### src/design/mpd_pkg.sv
// Package for the MIDI packet decoder: command codes, message kinds,
// configuration and decode-result types. No dependencies.

package mpd_pkg;

    // Command codes carried in the result.
    typedef enum logic [3:0] {
        CMD_NONE       = 4'd0,
        CMD_NOTE_ON    = 4'd1,
        CMD_NOTE_OFF   = 4'd2,
        CMD_BEND       = 4'd3,
        CMD_CH_PRESS   = 4'd4,
        CMD_POLY_PRESS = 4'd5,
        CMD_PEDAL      = 4'd6,
        CMD_ALL_OFF    = 4'd7,
        CMD_RESET      = 4'd8
    } cmd_t;

    // Upper nibble of the MIDI status byte.
    localparam logic [3:0] KIND_NOTE_OFF   = 4'h8;
    localparam logic [3:0] KIND_NOTE_ON    = 4'h9;
    localparam logic [3:0] KIND_POLY_PRESS = 4'hA;
    localparam logic [3:0] KIND_CONTROL    = 4'hB;
    localparam logic [3:0] KIND_PROGRAM    = 4'hC;
    localparam logic [3:0] KIND_CH_PRESS   = 4'hD;
    localparam logic [3:0] KIND_BEND       = 4'hE;
    localparam logic [3:0] KIND_SYSTEM     = 4'hF;

    // Controller numbers with a meaning of their own.
    localparam logic [6:0] CTL_SUSTAIN    = 7'd64;
    localparam logic [6:0] CTL_SOSTENUTO  = 7'd66;
    localparam logic [6:0] CTL_SOFT       = 7'd67;
    localparam logic [6:0] CTL_SOUND_OFF  = 7'd120;
    localparam logic [6:0] CTL_RESET_CTLS = 7'd121;
    localparam logic [6:0] CTL_NOTES_OFF  = 7'd123;

    // Pedal selections.
    localparam logic [1:0] PEDAL_NONE      = 2'd0;
    localparam logic [1:0] PEDAL_SUSTAIN   = 2'd1;
    localparam logic [1:0] PEDAL_SOSTENUTO = 2'd2;
    localparam logic [1:0] PEDAL_SOFT      = 2'd3;

    // Configuration register indexes.
    localparam logic [2:0] REG_CHANNEL_SELECT   = 3'd0;
    localparam logic [2:0] REG_BEND_ENABLE      = 3'd1;
    localparam logic [2:0] REG_PRESSURE_ENABLE  = 3'd2;
    localparam logic [2:0] REG_ALL_OFF_ENABLE   = 3'd3;
    localparam logic [2:0] REG_RESET_CTL_ENABLE = 3'd4;

    localparam int CFG_DATA_W = 5;
    localparam int IN_DATA_W  = 32;
    localparam int OUT_DATA_W = 104;
    localparam int COUNT_W    = 32;

    // Current configuration.
    typedef struct packed {
        logic [4:0] channel_select;
        logic       bend_enable;
        logic       pressure_enable;
        logic       all_off_enable;
        logic       reset_ctl_enable;
    } cfg_t;

    // One input packet.
    typedef struct packed {
        logic [7:0] second_data;
        logic [7:0] first_data;
        logic [7:0] status_byte;
        logic [7:0] packet_header;
    } packet_t;

    // Decoded result without the running counts.
    typedef struct packed {
        cmd_t        command;
        logic [6:0]  key_number;
        logic [6:0]  amount;
        logic [1:0]  pedal_select;
        logic [13:0] bend_value;
        logic        bad_packet;
        logic        counted;
    } decoded_t;

endpackage

### src/design/mpd_in_stage.sv
// Input register of the MIDI packet decoder: takes one packet per
// transaction and holds it for the decode logic. Depends on mpd_pkg.

module mpd_in_stage
    import mpd_pkg::*;
(
    input  logic                 clk,
    input  logic                 rst_n,
    input  logic                 s_valid,
    output logic                 s_ready,
    input  logic [IN_DATA_W-1:0] s_data,
    output logic                 held_valid,
    input  logic                 held_take,
    output packet_t              held_packet
);

    logic    valid_reg;
    logic    valid_next;
    packet_t packet_reg;

    // The stage can load when it is empty or its packet leaves this cycle.
    assign s_ready    = !valid_reg || held_take;
    assign valid_next = (valid_reg && !held_take) || s_valid;

    always_ff @(posedge clk or negedge rst_n)
    begin
        if (!rst_n)
        begin
            valid_reg <= 1'b0;
        end
        else if (s_ready)
        begin
            valid_reg <= valid_next;
        end
    end

    // Packet payload, loaded on each accepted transaction.
    always_ff @(posedge clk)
    begin
        if (s_valid && s_ready)
        begin
            packet_reg <= packet_t'(s_data);
        end
    end

    assign held_valid  = valid_reg;
    assign held_packet = packet_reg;

endmodule

### src/design/mpd_decode.sv
// Combinational decode of one USB MIDI event packet into a command.
// Depends on mpd_pkg.

module mpd_decode
    import mpd_pkg::*;
(
    input  packet_t  packet,
    input  cfg_t     cfg,
    output decoded_t result
);

    logic [3:0] kind;
    logic [3:0] chan;
    logic [6:0] d1;
    logic [6:0] d2;
    logic       valid_pkt;
    logic       chan_match;
    logic [4:0] chan_plus_one;

    assign kind = packet.status_byte[7:4];
    assign chan = packet.status_byte[3:0];
    assign d1   = packet.first_data[6:0];
    assign d2   = packet.second_data[6:0];

    // Validation: status byte, data bytes the kind uses at most 127.
    always_comb
    begin
        unique case (kind)
            KIND_NOTE_OFF, KIND_NOTE_ON, KIND_POLY_PRESS, KIND_CONTROL, KIND_BEND:
                valid_pkt = !packet.first_data[7] && !packet.second_data[7];
            KIND_PROGRAM, KIND_CH_PRESS:
                valid_pkt = !packet.first_data[7];
            KIND_SYSTEM:
                valid_pkt = 1'b1;
            default:
                valid_pkt = 1'b0;
        endcase
    end

    // Channel filter: zero passes all, otherwise channel number plus one.
    assign chan_plus_one = {1'b0, chan} + 5'd1;
    assign chan_match    = (cfg.channel_select == 5'd0) ||
                           (cfg.channel_select == chan_plus_one);

    // Command decode; unused fields stay at zero.
    always_comb
    begin
        result              = '0;
        result.command      = CMD_NONE;
        result.counted      = (packet.packet_header != 8'd0);
        result.bad_packet   = result.counted && !valid_pkt;
        if (result.counted && valid_pkt && chan_match)
        begin
            unique case (kind)
                KIND_NOTE_ON:
                begin
                    result.key_number = d1;
                    if (d2 != 7'd0)
                    begin
                        result.command = CMD_NOTE_ON;
                        result.amount  = d2;
                    end
                    else
                    begin
                        result.command = CMD_NOTE_OFF;
                    end
                end
                KIND_NOTE_OFF:
                begin
                    result.command    = CMD_NOTE_OFF;
                    result.key_number = d1;
                end
                KIND_BEND:
                begin
                    if (cfg.bend_enable)
                    begin
                        result.command    = CMD_BEND;
                        result.bend_value = {d2, d1};
                    end
                end
                KIND_CH_PRESS:
                begin
                    if (cfg.pressure_enable)
                    begin
                        result.command = CMD_CH_PRESS;
                        result.amount  = d1;
                    end
                end
                KIND_POLY_PRESS:
                begin
                    if (cfg.pressure_enable)
                    begin
                        result.command    = CMD_POLY_PRESS;
                        result.key_number = d1;
                        result.amount     = d2;
                    end
                end
                KIND_CONTROL:
                begin
                    if (d1 == CTL_SUSTAIN || d1 == CTL_SOSTENUTO || d1 == CTL_SOFT)
                    begin
                        result.command      = CMD_PEDAL;
                        result.amount       = d2;
                        result.pedal_select = (d1 == CTL_SUSTAIN)   ? PEDAL_SUSTAIN :
                                              (d1 == CTL_SOSTENUTO) ? PEDAL_SOSTENUTO :
                                                                      PEDAL_SOFT;
                    end
                    else if (d1 == CTL_SOUND_OFF || d1 == CTL_NOTES_OFF)
                    begin
                        if (cfg.all_off_enable)
                        begin
                            result.command = CMD_ALL_OFF;
                        end
                    end
                    else if (d1 == CTL_RESET_CTLS)
                    begin
                        if (cfg.reset_ctl_enable)
                        begin
                            result.command = CMD_RESET;
                        end
                    end
                end
                default:
                begin
                    result.command = CMD_NONE;
                end
            endcase
        end
    end

endmodule

### src/design/mpd_out_stage.sv
// Result register and running packet counters of the MIDI packet decoder.
// Depends on mpd_pkg.

module mpd_out_stage
    import mpd_pkg::*;
(
    input  logic                clk,
    input  logic                rst_n,
    input  logic                load_valid,
    output logic                load_ready,
    input  decoded_t            load_result,
    output logic                m_valid,
    input  logic                m_ready,
    output decoded_t            out_result,
    output logic [COUNT_W-1:0]  seen_count,
    output logic [COUNT_W-1:0]  bad_count
);

    logic               valid_reg;
    logic [COUNT_W-1:0] seen_reg;
    logic [COUNT_W-1:0] seen_next;
    logic [COUNT_W-1:0] bad_reg;
    logic [COUNT_W-1:0] bad_next;
    decoded_t           result_reg;
    logic               load;

    assign load_ready = !valid_reg || m_ready;
    assign load       = load_valid && load_ready;

    // The counters advance with the transaction that enters the register,
    // so they always match the result on show.
    assign seen_next = seen_reg + COUNT_W'(load_result.counted);
    assign bad_next  = bad_reg + COUNT_W'(load_result.bad_packet);

    always_ff @(posedge clk or negedge rst_n)
    begin
        if (!rst_n)
        begin
            valid_reg <= 1'b0;
            seen_reg  <= '0;
            bad_reg   <= '0;
        end
        else
        begin
            if (load_ready)
            begin
                valid_reg <= load_valid;
            end
            if (load)
            begin
                seen_reg <= seen_next;
                bad_reg  <= bad_next;
            end
        end
    end

    // Result payload.
    always_ff @(posedge clk)
    begin
        if (load)
        begin
            result_reg <= load_result;
        end
    end

    assign m_valid    = valid_reg;
    assign out_result = result_reg;
    assign seen_count = seen_reg;
    assign bad_count  = bad_reg;

endmodule

### src/design/midi_packet_decoder.sv
// Top level of the USB MIDI event packet decoder.
// Depends on mpd_pkg, mpd_in_stage, mpd_decode and mpd_out_stage.
//
// One four-byte USB MIDI event packet enters per clock while the result
// side accepts, and every packet gives exactly one result: an input
// register holds the packet, the decode logic and the counter increment
// sit between it and the result register. Sustained rate is one packet
// per cycle, set by the two-register pipeline; back-pressure on the result
// side reaches the input through the stage enables. The result carries the
// decoded command, the bad-packet flag (tuser) and the running counts of
// nonzero-header and invalid packets after this one. Configuration writes
// take effect at once and are meant for idle periods.

module midi_packet_decoder
    import mpd_pkg::*;
(
    input  logic                  clk,
    input  logic                  rst_n,
    // Configuration write port.
    input  logic                  cfg_write,
    input  logic [2:0]            cfg_index,
    input  logic [CFG_DATA_W-1:0] cfg_data,
    // Packet input.
    input  logic                  s_axis_tvalid,
    output logic                  s_axis_tready,
    // packet_header[7:0], status_byte[15:8], first_data[23:16], second_data[31:24]
    input  logic [IN_DATA_W-1:0]  s_axis_tdata,
    // Result output.
    output logic                  m_axis_tvalid,
    input  logic                  m_axis_tready,
    // command[3:0], key_number[10:4], amount[17:11], pedal_select[19:18],
    // bend_value[33:20], packets_seen[65:34], packets_bad[97:66], zeros above
    output logic [OUT_DATA_W-1:0] m_axis_tdata,
    // bad_packet[0]
    output logic                  m_axis_tuser
);

    cfg_t               cfg_reg;
    logic               held_valid;
    logic               held_take;
    packet_t            held_packet;
    decoded_t           decoded;
    decoded_t           out_result;
    logic [COUNT_W-1:0] seen_count;
    logic [COUNT_W-1:0] bad_count;

    // Configuration registers.
    always_ff @(posedge clk or negedge rst_n)
    begin
        if (!rst_n)
        begin
            cfg_reg.channel_select   <= 5'd0;
            cfg_reg.bend_enable      <= 1'b1;
            cfg_reg.pressure_enable  <= 1'b1;
            cfg_reg.all_off_enable   <= 1'b1;
            cfg_reg.reset_ctl_enable <= 1'b1;
        end
        else if (cfg_write)
        begin
            unique case (cfg_index)
                REG_CHANNEL_SELECT:   cfg_reg.channel_select   <= cfg_data;
                REG_BEND_ENABLE:      cfg_reg.bend_enable      <= cfg_data[0];
                REG_PRESSURE_ENABLE:  cfg_reg.pressure_enable  <= cfg_data[0];
                REG_ALL_OFF_ENABLE:   cfg_reg.all_off_enable   <= cfg_data[0];
                REG_RESET_CTL_ENABLE: cfg_reg.reset_ctl_enable <= cfg_data[0];
                default:              cfg_reg <= cfg_reg;
            endcase
        end
    end

    // Input register.
    mpd_in_stage u_in_stage (
        .clk         (clk),
        .rst_n       (rst_n),
        .s_valid     (s_axis_tvalid),
        .s_ready     (s_axis_tready),
        .s_data      (s_axis_tdata),
        .held_valid  (held_valid),
        .held_take   (held_take),
        .held_packet (held_packet)
    );

    // Decode logic.
    mpd_decode u_decode (
        .packet (held_packet),
        .cfg    (cfg_reg),
        .result (decoded)
    );

    // Result register and counters.
    mpd_out_stage u_out_stage (
        .clk         (clk),
        .rst_n       (rst_n),
        .load_valid  (held_valid),
        .load_ready  (held_take),
        .load_result (decoded),
        .m_valid     (m_axis_tvalid),
        .m_ready     (m_axis_tready),
        .out_result  (out_result),
        .seen_count  (seen_count),
        .bad_count   (bad_count)
    );

    // Pack the result fields, lowest first.
    assign m_axis_tdata = {6'd0, bad_count, seen_count, out_result.bend_value,
                           out_result.pedal_select, out_result.amount,
                           out_result.key_number, out_result.command};
    assign m_axis_tuser = out_result.bad_packet;

endmodule
### config.mk
export PLATFORM = sky130hd
export DESIGN_NAME = midi_packet_decoder
export DESIGN_NICKNAME = d
export VERILOG_FILES = /design/src/design/mpd_pkg.sv /design/src/design/mpd_in_stage.sv /design/src/design/mpd_decode.sv /design/src/design/mpd_out_stage.sv /design/src/design/midi_packet_decoder.sv
export SDC_FILE = /design/constraint.sdc
export NUM_CORES = 1
export LEC_CHECK = 0
export BUFFER_PORTS_ARGS = -buffer_cell sky130_fd_sc_hd__clkbuf_2
export CAP_MARGIN = 20
export CORE_AREA = 10 10 89 150
export CTS_BUF_LIST = sky130_fd_sc_hd__clkbuf_4
export CTS_CLUSTER_DIAMETER = 50
export DETAILED_ROUTE_END_ITERATION = 12
export DIE_AREA = 0 0 99 160
export PLACE_DENSITY = 0.85
export REMOVE_ABC_BUFFERS = 1
export SKIP_CTS_REPAIR_TIMING = 1
export SLEW_MARGIN = 20
export SYNTH_ARGS = -nofsm -noshare
export SYNTH_HDL_FRONTEND = slang
export SYNTH_SLANG_ARGS = --single-unit
### constraint.sdc
create_clock -name clk -period 4.6 [get_ports clk]
set_clock_uncertainty 0.1 [all_clocks]
set_input_delay 0.69 -clock clk [delete_from_list [all_inputs] [get_ports clk]]
set_output_delay 0.69 -clock clk [all_outputs]
set_load 0.02 [all_outputs]
Word level (Yosys, flattened, before mapping)
Cells that the tools add are included.

word-level totals
  register bits after elaboration = 142
  input bits = 45
  logic and storage cells = 98

cells by class
  add/sub/neg operators = 3
  equal/unequal tests = 19
  multiplexer cells = 18
  bitwise gates (word level) = 3
  reduce and logical (&&, ||, !) cells = 35

operators by type and width
  cell                                                                   number
  32-bit by 1-bit adder with 32-bit output                               2
  7-bit equality test, second input constant                             6
  4-bit equality test, second input constant                             8
  7-bit one-hot mux with 4 select lines                                  1
  4-bit one-hot mux with 6 select lines                                  1
  17-bit two-way mux                                                     1
  4-bit two-way mux                                                      4
  7-bit two-way mux                                                      2
  7-bit one-hot mux with 2 select lines                                  1
  2-bit AND reduction                                                    5
  9-bit two-way mux                                                      1
  8-bit nonzero test                                                     1
  1-bit logical AND                                                      7
  1-bit logical OR                                                       7
  7-bit nonzero test                                                     1
  3-bit by 2-bit equality test with 1-bit output, second input constant  2
  1-bit logical NOT                                                      6
  2-bit two-way mux                                                      3
  3-bit two-way mux                                                      2
  3-bit AND reduction                                                    2
  4-bit by 1-bit adder with 5-bit output, second input constant          1
  5-bit equality test                                                    1
  5-bit logical NOT                                                      1
  5-bit OR reduction                                                     1
  other kinds (8)                                                        11

Logic depth before layout (Yosys ltp)
  word-level depth = 7
  depth in mapped cells = 10
  mapped depth without buffers = 10

By module
From an unflattened synthesis, not the netlist that was laid out.

second synthesis, totals
  cell total of the unflattened synthesis = 509
  area total of the unflattened synthesis = 6,372.4 µm²

modules (own cells, without submodules)
  module               times used  cells each  area each (µm²)  seq. area each (µm²)
  mpd_out_stage        1           308         4,083.9          2,707.6
  mpd_in_stage         1           36          1,014.7          985.9
  mpd_decode           1           135         825.8            0.0
  midi_packet_decoder  1           30          447.9            230.2

Least setup slack after synthesis
OpenSTA, ideal clock, no wires.

  path type = input -> register
  start = input m_axis_tready
  end = register u_out_stage.bad_reg[29], in the netlist u_out_stage.bad_count[29]
  library setup time = 0.080 ns
  arrival time = 2.582 ns
  data required time = 4.420 ns
  slack = 1.838 ns
  stages = 5
  buffers on the path = 0
  cell sequence = nor2b_1 nor2_2 nand4_2 nor4_2 xnor2_1

between the ends
  word-level cells in the longest chain between the ends = 2

ends and longest elaborated chain
  what                    line                       source
  start: declaration      midi_packet_decoder.sv:30  input logic m_axis_tready,
  1-bit logical OR        mpd_out_stage.sv:27        assign load_ready = !valid_reg || m_ready;
  1-bit logical AND       mpd_out_stage.sv:28        assign load = load_valid && load_ready;
  via u_out_stage.load    mpd_out_stage.sv:25        logic load;
  end signal: assignment  mpd_out_stage.sv:52        bad_reg <= bad_next;
  end: declaration        mpd_out_stage.sv:22        logic [COUNT_W-1:0] bad_reg;

The timed path passes the listed nets, and every way through them passes these cells.
A chain may end at the register's enable or synchronous reset.

==> summary.md <==
| Metric | Value |
|---|---|
| Post-synth top area share | `32.2%` |
| DRC errors left | `0` |
| # IOs | `152` |
| Most common cell in the netlist | `dfrtp_1` |
| HP Class | `input port to asynchronous set/reset pin` |
| Global route overflow | `0` |
| Total CTS buffers | `17` |
| Netlist cell types | `55` |
| Post-synthesis async set-or-reset flop share | `52.8%` |
| Worst Path Max Fanout | `7` |
| Port buffer count | `between 100 and 150` |
| Final Max Tran Viols | `0` |
| Starting DRT DRC Count | `210` |
| RSZ-0062 raised after global routing | `no` |
| Startpoint Class | `register` |
| Post-DP Area | `around 0.0071 mm^2` |
| Pin count of the biggest net entering global routing | `76` |
| Clk root buf | `clkbuf_4` |
| Post-synth EDFFs | `67` |
| Drt total wl | `~14000 um` |
| M2 GR Usage | `32.4%` |
| Cell area after layout | `0.00734 mm^2` |
| Arr. time, crit path | `3200 ps` |
| First-pass GRT wire length | `23200 um` |
| Clock slew at reported path FFs | `around 110 ps` |
| Synth Flop Type | `dfrtp_1` |
| #FFs+latches synth | `142` |
| Area leader, netlist | `edfxtp_1` |
| Final #Nets | `677` |
| Slew headroom | `39.2%` |
| Max H-tree Level | `4` |
| GRT Util Overall | `18.2%` |
| Status | `complete, no violations` |
| Synthesized area per cell | `~13 um^2` |
| Ys Warns | `0` |
| Final Non-Filler Cells | `773` |
| Cell Area, Synth | `around 0.0062 mm^2` |
| Leakage dissipation | `3.45 nW` |
| Synth Instances | `468` |
| Clock sink total | `142` |
| GPL Wtd Cong | `approximately 0.90` |
| Routed WL per cell | `18.3 um` |
| Placed cells | `740` |
| Clk_lat worst skew | `510 ps` |
| Met1 Use GR | `~18%` |
| Crit Path Class | `register to register` |
| CTS tree | `done` |
| Most Crowded Layer GR | `met2` |
| Clock Tree Buf Depth | `2` |
| Pwr Density | `378 mW/mm^2` |
| Area Overhead vs Synth | `17.6%` |
| Final Setup Violations | `0` |
| Initial antenna violation count | `1` |
| Die ar. | `0.0158 mm^2` |
| Fmax | `between 300 and 400 MHz` |
| Core box area | `0.0109 mm^2` |
| Tmin final | `between 2000 and 3000 ps` |
| Vias/cell | `5.53` |
| Die Height | `160 um` |
| Worst-Margin Slew | `912 ps` |
| Share of cells above drive strength 1 | `between 30% and 40%` |
| Die width | `a little under 100 um` |
| Vias | `roughly 4300` |
| Cell row count | `a little over 50` |
| Seq/Total Area, Yosys | `62.4%` |
| Maximum VDD drop | `302 uV` |
| Final setup TNS | `0 ps` |
| Final hold vios | `0` |
| Post-synth top cells | `dfrtp_1 (71), edfxtp_1 (67), and3_1 (37), xnor2_1 (37), nor2_1 (36)` |
| Synth top area cells | `edfxtp_1 (32%), dfrtp_1 (28%), xnor2_1 (5.2%)` |
| Vias in the first global route | `4661` |
| Max FFs per register | `35` |
| DP HPWL | `11000 um` |
| Max cap viols | `0` |
| Initial Util | `57.2%` |
| Required time worst endpoint | `4930 ps` |
| Drt pass-1 iters | `6` |
| Met3 Usage GRT | `6.95%` |
| Post-DRT Antenna Nets | `0` |
| Crit end category | `register` |
| Final Cycle Share | `just over 60%` |
-- per-layer routing --
metal  wire (um)  up-vias
met2        7740      170
li1            -     2005
met3        1290       23
met1        4800     2073
met5           0        -
met4         322        0
-- metrics by stage --
stage	worst slack [ps]	power, mW	utilization [%]	hold slack, ps
after floorplan	1840	1.85	-	294
after global placement	1910	2.03	64.8	360
after detailed placement	1790	2.06	64.8	356
after CTS	1750	2.81	67.2	193
after global routing	1490	2.91	67.3	184
final	1730	2.77	67.3	206
-- report_power, final --
| group | switching (mW) | total, mW | internal, mW |
|---|---|---|---|
| clock network | 0.420 | 0.748 | 0.328 |
| registers | 0.120 | 1.58 | 1.46 |
| logic | 0.276 | 0.449 | 0.172 |
-- critical path, stage by stage (launching register included) --
cell,delay [ps]
edfxtp_1,480
and2_2,240
o21ai_0,170
o21ai_0,190
a21oi_1,280
ha_1,260
ha_1,150
and3_1,260
nand4_2,250
nor2_1,240
xor2_1,170
-- cell usage in the layout, fill, tap and decap left out, types with 5 or more instances in the layout --
master,n
and3_1,37
nor2_1,36
a22oi_1,7
mux2_2,14
inv_1,11
clkbuf_4,19
xor2_1,28
clkinv_2,5
nand2b_1,7
edfxtp_1,67
nor2b_1,6
conb_1,6
ha_1,5
clkbuf_2,144
dfrtp_1,71
nand4_1,10
nor3_1,6
nand2_1,23
nand3_1,28
xnor2_1,37
-- path summary, 6_finish.rpt --
path	slack, ps	startpoint	endpoint	depth (start not counted)
min in group clk	250	s_axis_tdata[26]	u_in_stage.held_packet[26]$_DFFE_PP_	1
worst min-delay path	210	rst_n	u_out_stage.bad_count[26]$_DFFE_PN0P_	1
worst max-delay path	1730	u_in_stage.held_packet[13]$_DFFE_PP_	u_out_stage.bad_count[26]$_DFFE_PN0P_	10
worst max register to register	1730	u_in_stage.held_packet[13]$_DFFE_PP_	u_out_stage.bad_count[26]$_DFFE_PN0P_	10
worst min register to register	380	u_out_stage.seen_count[31]$_DFFE_PN0P_	u_out_stage.seen_count[31]$_DFFE_PN0P_	1
max in group asynchronous	3590	rst_n	cfg_reg[8]$_DFFE_PN0P_	1
-- cells by family (layout without fill, tap and decap cells) --
family | after synthesis | count (layout) | synth area share, %
AOI/OAI and AO/OA | 25 | 25 | 3.67
xor gates and xnor gates | 65 | 65 | 9.12
adders and majority gates | 5 | 5 | 1.00
buffers and inverters | 23 | 190 | 2.37
DFF | 142 | 142 | 62.4
muxes | 15 | 15 | 2.69
other | 1 | 7 | 0.0601
and+or+nand+nor | 192 | 192 | 18.7
-- final cells by class --
type	count	area [um^2]
well taps	132	165
clock inverters	13	125
multi-input cells	308	2220
repair buffers	147	743
clock buffers	19	143
diodes	1	2.50
inverters	11	41.3
fillers	820	3570
flip-flops and latches	142	3890
Power figures use the tool's default switching activity.
